**src/tfc_pkg.sv**
```systemverilog
// ----------------------------------------------------------------------------
// tfc_pkg
// Shared types and constants for the telemetry frame checker: frame phases,
// error codes, frame layout and register constants and the result record.
// ----------------------------------------------------------------------------
package tfc_pkg;

    // Frame layout: marker, length, sender id, message id ... check a, check b
    localparam logic [7:0] HEADER_BYTES = 8'd4;
    localparam logic [7:0] TAIL_BYTES   = 8'd2;
    localparam logic [7:0] MIN_FRAME    = HEADER_BYTES + TAIL_BYTES;

    // Byte positions within a frame (marker is position 0)
    localparam logic [7:0] POS_SENDER  = 8'd2;
    localparam logic [7:0] POS_MESSAGE = 8'd3;

    // Register file
    localparam int unsigned PADDR_W      = 3;
    localparam int unsigned PDATA_W      = 32;
    localparam logic        REG_MARKER   = 1'b0;     // register index 0
    localparam logic [7:0]  MARKER_RESET = 8'd153;

    // Receive phase
    typedef enum logic [1:0] {
        PH_HUNT,
        PH_LEN,
        PH_BODY,
        PH_CKB
    } t_phase;

    // Error kind as reported on the result
    typedef enum logic [1:0] {
        ERR_NONE,
        ERR_SHORT,
        ERR_CHECK_A,
        ERR_CHECK_B
    } t_err;

    // One frame result
    typedef struct packed {
        logic       frame_ok;
        t_err       error_kind;
        logic [7:0] frame_length;
        logic [7:0] sender_id;
        logic [7:0] message_id;
    } t_result;

endpackage : tfc_pkg

```
**src/tfc_frame_fsm.sv**
```systemverilog
// ----------------------------------------------------------------------------
// tfc_frame_fsm
// Frame receiver: hunts for the start marker, tracks the frame position,
// keeps the two running sums and forms the result on the last frame byte.
// ----------------------------------------------------------------------------
module tfc_frame_fsm (
    input  logic             i_clk,
    input  logic             i_rst_n,
    input  logic             i_step,      // consume i_byte this cycle
    input  logic [7:0]       i_byte,
    input  logic [7:0]       i_marker,
    output logic             o_hit,       // i_byte ends a frame
    output tfc_pkg::t_result o_result
);
    import tfc_pkg::*;

    t_phase     r_phase,   n_phase;
    logic [7:0] r_sum_a,   n_sum_a;
    logic [7:0] r_sum_b,   n_sum_b;
    logic [7:0] r_pos,     n_pos;
    logic [7:0] r_len,     n_len;
    logic [7:0] r_sender,  n_sender;
    logic [7:0] r_message, n_message;
    logic [7:0] r_check_a, n_check_a;

    logic [7:0] sum_a_add;
    logic       at_check_a;

    assign sum_a_add  = r_sum_a + i_byte;
    assign at_check_a = (r_pos == 8'(r_len - TAIL_BYTES));

    // Next state
    always_comb begin
        n_phase   = r_phase;
        n_sum_a   = r_sum_a;
        n_sum_b   = r_sum_b;
        n_pos     = r_pos;
        n_len     = r_len;
        n_sender  = r_sender;
        n_message = r_message;
        n_check_a = r_check_a;
        unique case (r_phase)
            PH_HUNT: begin
                if (i_byte == i_marker) begin
                    n_phase = PH_LEN;
                end
            end
            PH_LEN: begin
                n_len = i_byte;
                if (i_byte < MIN_FRAME) begin
                    n_phase = PH_HUNT;
                end else begin
                    // sums start over with the length byte
                    n_sum_a = i_byte;
                    n_sum_b = i_byte;
                    n_pos   = POS_SENDER;
                    n_phase = PH_BODY;
                end
            end
            PH_BODY: begin
                if (at_check_a) begin
                    n_check_a = i_byte;
                    n_phase   = PH_CKB;
                end else begin
                    if (r_pos == POS_SENDER) begin
                        n_sender = i_byte;
                    end
                    if (r_pos == POS_MESSAGE) begin
                        n_message = i_byte;
                    end
                    n_sum_a = sum_a_add;
                    n_sum_b = r_sum_b + sum_a_add;
                    n_pos   = r_pos + 8'd1;
                end
            end
            PH_CKB: begin
                n_phase = PH_HUNT;
            end
            default: begin
                n_phase = PH_HUNT;
            end
        endcase
    end

    // Result for the byte at the input
    always_comb begin
        o_hit                 = 1'b0;
        o_result.frame_ok     = 1'b0;
        o_result.error_kind   = ERR_NONE;
        o_result.frame_length = r_len;
        o_result.sender_id    = r_sender;
        o_result.message_id   = r_message;
        unique case (r_phase)
            PH_LEN: begin
                if (i_byte < MIN_FRAME) begin
                    o_hit                 = 1'b1;
                    o_result.error_kind   = ERR_SHORT;
                    o_result.frame_length = i_byte;
                    o_result.sender_id    = 8'd0;
                    o_result.message_id   = 8'd0;
                end
            end
            PH_CKB: begin
                o_hit = 1'b1;
                // check a mismatch wins over check b
                priority if (r_check_a != r_sum_a) begin
                    o_result.error_kind = ERR_CHECK_A;
                end else if (i_byte != r_sum_b) begin
                    o_result.error_kind = ERR_CHECK_B;
                end else begin
                    o_result.frame_ok   = 1'b1;
                end
            end
            default: begin
                o_hit = 1'b0;
            end
        endcase
    end

    // Phase register
    always_ff @(posedge i_clk) begin
        if (!i_rst_n) begin
            r_phase <= PH_HUNT;
        end else if (i_step) begin
            r_phase <= n_phase;
        end
    end

    // Frame context, always written before it is read
    always_ff @(posedge i_clk) begin
        if (i_step) begin
            r_sum_a   <= n_sum_a;
            r_sum_b   <= n_sum_b;
            r_pos     <= n_pos;
            r_len     <= n_len;
            r_sender  <= n_sender;
            r_message <= n_message;
            r_check_a <= n_check_a;
        end
    end

endmodule : tfc_frame_fsm
```
**config.mk**
```make
export PLATFORM = sky130hd
export DESIGN_NAME = tfc_frame_fsm
export DESIGN_NICKNAME = d
export VERILOG_FILES = /design/src/tfc_pkg.sv /design/src/tfc_frame_fsm.sv
export SDC_FILE = /design/constraint.sdc
export NUM_CORES = 1
export LEC_CHECK = 0
export BUFFER_PORTS_ARGS = -buffer_cell sky130_fd_sc_hd__buf_2
export CAP_MARGIN = 20
export CORE_ASPECT_RATIO = 2
export CORE_UTILIZATION = 55
export CTS_BUF_LIST = sky130_fd_sc_hd__clkbuf_8
export DETAILED_ROUTE_END_ITERATION = 8
export GPL_TIMING_DRIVEN = 0
export PLACE_DENSITY = 0.78
export SLEW_MARGIN = 20
export SYNTH_ARGS = -nofsm -noshare
export SYNTH_HDL_FRONTEND = slang
export SYNTH_SLANG_ARGS = --single-unit
```
**constraint.sdc**
```tcl
create_clock -name i_clk -period 8.6 [get_ports i_clk]
set_input_delay 0.43 -clock i_clk [delete_from_list [all_inputs] [get_ports i_clk]]
set_output_delay 0.43 -clock i_clk [all_outputs]
set_load 0.01 [all_outputs]
```
-- After elaboration in Yosys (flattened, before gate mapping)
Index checks and enable logic that the tools add are counted.
Widths: inputs -> output; s select.
- output and inout bits: 28
- bits in read-only memories: 0
- latch bits: 0
- RAM bits: 0
- bits of input ports: 19
- register bits: 58
- word-level logic and storage cells: 57
- memories kept: 0
- reduce and logical (&&, ||, !) cells: 8
- multipliers: 0
- shift operators: 0
- equality and inequality tests: 13
- $add $sub $neg: 4
- muxes and demuxes: 22
- div/mod/pow operators: 0
- bitwise logic cells: 1
- $lt $le $gt $ge: 1
- operators with widths (cell ; count):
    $pmux 8 s2 ; 3
    $mux 8 ; 5
    $mux 25 ; 1
    $mux 24 ; 1
    $add 8x8->8 ; 2
    $eq 8x2->1 const B ; 2
    $eq 8x8->1 ; 2
    $ne 8x8->1 ; 2
    $reduce_and 4->1 ; 3
    $mux 2 ; 5
    $add 8x1->8 const B ; 1
    $lt 8x3->1 const B ; 1
    $ne 2x2->1 const B ; 4
    $pmux 2 s4 ; 1
    $sub 8x2->8 const B ; 1
    $reduce_and 3->1 ; 2
    $eq 2x2->1 const B ; 2
    $mux 1 ; 4
    $pmux 2 s2 ; 1
    $eq 2x1->1 const B ; 1
    $logic_not 2->1 ; 1
    $pmux 1 s2 ; 1
    $reduce_and 2->1 ; 1
    $reduce_bool 2->1 ; 1
    $not 1->1 ; 1

-- Depth between registers and ports, before layout
- depth after elaboration: 4
- depth in mapped cells: 12
- depth with buffers taken out: 12

-- Worst setup path after synthesis
Ideal clock, no wire load.
- path kind: in2reg
- from: input port i_byte[0]
- to: register r_sum_b[7] (data pin)
- setup slack: 5.633 ns
- path buffers: 0
- data required time: 8.455 ns
- stages on the path: 12
- arrival: 2.822 ns
- cells stage by stage: ha_1 > fa_1 > a21o_1 > a21oi_1 > o21bai_1 > a21oi_1 > xnor2_1 > ha_1 > a21o_1 > a31oi_1 > xnor3_1 > o21ai_1
- word-level cells in the longest chain between the ends: 4
- RTL lines (what ; line ; RTL):
    from (decl) ; tfc_frame_fsm.sv:10 ; input logic [7:0] i_byte,
    $add 8x8->8 ; tfc_frame_fsm.sv:29 ; assign sum_a_add = r_sum_a + i_byte;
    $add 8x8->8 ; tfc_frame_fsm.sv:72 ; n_sum_b = r_sum_b + sum_a_add;
    $mux 8 ; tfc_frame_fsm.sv:61 ; if (at_check_a) begin
    $pmux 8 s2 ; tfc_frame_fsm.sv:42 ; unique case (r_phase)
    net n_sum_b[7] ; tfc_frame_fsm.sv:19 ; logic [7:0] r_sum_b, n_sum_b;
    to (signal assigned) ; tfc_frame_fsm.sv:133 ; r_sum_b <= n_sum_b;
    to (decl) ; tfc_frame_fsm.sv:19 ;
The timed path passes the listed nets, and every way through them passes these cells. The select of a mux whose other input is x is not followed.
A chain may end at the register's enable or synchronous reset.

-- Worst setup path in the final report
- from: register r_sum_a[0]
- to: register r_sum_b[7] (data pin)
- word-level cells in the longest chain between the ends: 4
- RTL lines (what ; line ; RTL):
    from (decl) ; tfc_frame_fsm.sv:18 ; logic [7:0] r_sum_a, n_sum_a;
    from (signal assigned) ; tfc_frame_fsm.sv:132 ; r_sum_a <= n_sum_a;
    $add 8x8->8 ; tfc_frame_fsm.sv:29 ;
    $add 8x8->8 ; tfc_frame_fsm.sv:72 ;
    $mux 8 ; tfc_frame_fsm.sv:61 ;
    $pmux 8 s2 ; tfc_frame_fsm.sv:42 ;
    net n_sum_b[7] ; tfc_frame_fsm.sv:19 ;
The timed path passes the listed nets, and every way through them passes these cells. The select of a mux whose other input is x is not followed.

==> results.json <==
{
  "grt_pass1_vias": 2431,
  "start_kind": "flip-flop",
  "netlist_area_um2": 3410,
  "layout.cells.most_common_list": "edfxtp_1 (56), buf_2 (47), nand2_1 (31)",
  "fp.dieW_um": 57.7,
  "synth_area_leaders": "edfxtp_1 (49%), xor2_1 (6.7%), ha_1 (6.6%), xnor2_1 (6.2%), and2_1 (4.2%)",
  "cap_violations": 0,
  "critical_path.max_fanout": 3,
  "gp_congestion": 0.840,
  "finalHoldViolCount": 0,
  "num_vias": 2396,
  "crit_type": "flip-flop to flip-flop",
  "crit_arrival_ns": 3.48,
  "drc": 5,
  "layout-drive-gt1-share_pct": 19.8,
  "cts_tree": "yes",
  "grt-ovfl-total": 0,
  "gr-usage-met3_pct": 6.24,
  "grtUsageMet1_pct": 25.2,
  "fmax_ghz": 0.306,
  "worst_pin_slew_ns": 0.757,
  "synth_edf_count": 56,
  "drtAntennaViolNets": 0,
  "min_period_over_period_pct": 38.0,
  "cts.path.max_buffers": 2,
  "path_clk_slew_ns": 0.07,
  "crit_family": "compound AO/OA/AOI/OAI gates",
  "finalSetupViolations": 0,
  "use_met2_pct": 46.3,
  "final_nets": 392,
  "synth_cell_type_count": 43,
  "finClkSkew_ns": 0.00675,
  "rsz0062_at_grt": "no",
  "final_cells": 421,
  "yosys.area.top_type": "edfxtp_1",
  "status": "finished with violations",
  "ys_seq_area_share_pct": 50.4,
  "h-tree-depth": 3,
  "cp_slowest_stage_delay_ns": 0.41,
  "synthArstFlopShare_pct": 0,
  "layout_commonest_cell": "edfxtp_1",
  "vias_per_cell": 5.69,
  "critPathCaptureType": "flip-flop",
  "path_cells": "ha_1 -> fa_1 -> a21o_1 -> a21oi_1 -> o21bai_1 -> a21oi_1 -> xnor2_1 -> ha_1 -> a21o_1 -> a31oi_1 -> xnor3_1 -> o21ai_1",
  "synth_top_area_share_pct": 49.2,
  "yosys_warnings": 0,
  "leakage_uw": 0.00159,
  "clock_sinks": 58,
  "drt-total-wl_mm": 7.47,
  "io_buffers": 46,
  "top_usage_layer": "met2",
  "fill_cells": 484,
  "synth.ff_latch_count": 58,
  "hold_class": "primary input to flip-flop",
  "synthesis.nets": 335,
  "avgSynthCellArea_um2": 11.5,
  "diodes": 0,
  "cts_made_buffers": 9,
  "dieArea_um2": 6550,
  "area_delta_synth_final_pct": 16.5,
  "routedWlPerCell_um": 17.7,
  "p_per_area_nw_per_um2": 168,
  "slew_viol_final": 0,
  "hpwlAfterDp_mm": 5.61,
  "cp_data_required_time_ns": 8.81,
  "grt_pass1_wl_mm": 11.8,
  "ys.flop_type": "edfxtp_1",
  "slew_headroom_pct": 49.4,
  "post-cts-setup-buffers": 0,
  "antenna_found_initial": 0,
  "io_pins": 47,
  "syn-instance-count": 296,
  "fin_tns_setup_ns": 0,
  "firstDrtPassIters": 6,
  "crit_slowest_cell": "edfxtp_1",
  "initial_utilization_pct": 56.9,
  "ctsHoldBuffers": 0,
  "min_period_ns": 3.27,
  "cts_root_buf": "clkbuf_8",
  "path_buf_inv": 0,
  "failed_checks": "design-rule violations",
  "drt-initial-drc-count": 127,
  "fp.coreArea_um2": 6010,
  "core.rowCount": 40,
  "grt_max_degree": 25,
  "place_inst": 405,
  "irDropWorstVdd_v": 0.000118,
  "die-height_um": 113,
  "cts_resized": 0,
  "clk_latency_ns": 0.35,
  "grt_usage_pct": 25.4
}
==> worst paths after layout <==
path	cells past startpoint	startpoint	slack, ns	endpoint
max	12	r_sum_a[0]	5.33	r_sum_b[7]
min reg2reg	2	flip-flop	0.63	flip-flop
min	1	i_byte[7]	0.33	r_sender[7]
max reg2reg	12	r_sum_a[0]	5.33	r_sum_b[7]
==> kinds of logic after synthesis <==
| group | after synthesis | share of synthesized area (%) |
|---|---|---|
| simple gates | 105 | 16.4 |
| buf+inv | 15 | 1.91 |
| xor+xnor | 53 | 14.4 |
| mux | 4 | 1.28 |
| fa+ha+maj | 20 | 7.77 |
| flops | 58 | 50.4 |
| compound gates | 41 | 7.81 |
==> state kept, by name (all words and copies together), names as in the netlist, named ones only <==
register and count:
r_sender 8, r_len 8, r_check_a 8, r_message 8
r_phase 1, r_sum_a 8, r_sum_b 8, r_pos 8
==> Yosys cell counts (2+ instances only) <==
master    number
o21ai_1        2
and2_1        23
o21bai_1       3
and3_1         3
a21oi_1       13
xor2_1        26
fa_1           2
o21ai_0        6
nand4_1        5
nand2b_1       3
nor2_1        15
a31oi_1        2
nor3_1         6
mux2_1         3
inv_1          7
a21o_1         7
dfxtp_1        2
nor2b_1        4
xnor2_1       24
ha_1          18
nand2_1       31
nand3_1        6
edfxtp_1      56
xnor2_2        2
clkbuf_1       6
nor4_1         4
==> worst register-to-register path: stages, from the launching register on <==
cell      delay, ns
edfxtp_1       0.41
ha_1           0.23
fa_1           0.42
a21o_1         0.18
a21oi_1        0.23
o21bai_1       0.13
a21oi_1        0.19
xnor2_1        0.18
ha_1           0.31
a21o_1         0.19
a31oi_1        0.21
xnor3_1        0.34
o21ai_1        0.11
==> per-stage QoR <==
| step | hold slack, ns | instance area [um^2] | utilization [%] | total power, uW | setup WS, ns |
|---|---|---|---|---|---|
| after detailed placement | 0.607 | 3730 | 62.2 | 367 | 5.05 |
| after global routing | 0.321 | 3980 | 66.2 | 686 | 5.19 |
| after floorplan | 0.529 | 3410 | - | 349 | 5.63 |
| after global placement | 0.598 | 3720 | 62.0 | 365 | 5.10 |
| after CTS | 0.319 | 3980 | 66.2 | 670 | 5.29 |
| final | 0.334 | 3980 | 66.2 | 666 | 5.33 |
==> power breakdown <==
part	switching [uW]	total (uW)	internal [uW]
clock	114	305	192
combinational	29.6	52.1	22.5
sequential	0.123	309	309
total	143	666	523
==> routing by layer <==
metal	vias up	part of all wire (%)
li1	1171	-
met4	0	4.2
met1	1133	35
met5	-	0
met3	21	3.5
met2	71	57
==> final cells by class <==
| type | count | area (um^2) | area share [%] |
|---|---|---|---|
| plain buffers | 8 | 38.8 | 0.975 |
| repair buffers | 46 | 230 | 5.79 |
| inverters | 7 | 26.3 | 0.661 |
| multi-input cells | 223 | 1640 | 41.2 |
| flip-flops and latches | 58 | 1720 | 43.3 |
| clock buffers | 9 | 124 | 3.12 |
| well taps | 63 | 78.8 | 1.98 |
| clock inverters | 7 | 118 | 2.96 |
No activity file was read; power rests on OpenSTA's default activity.
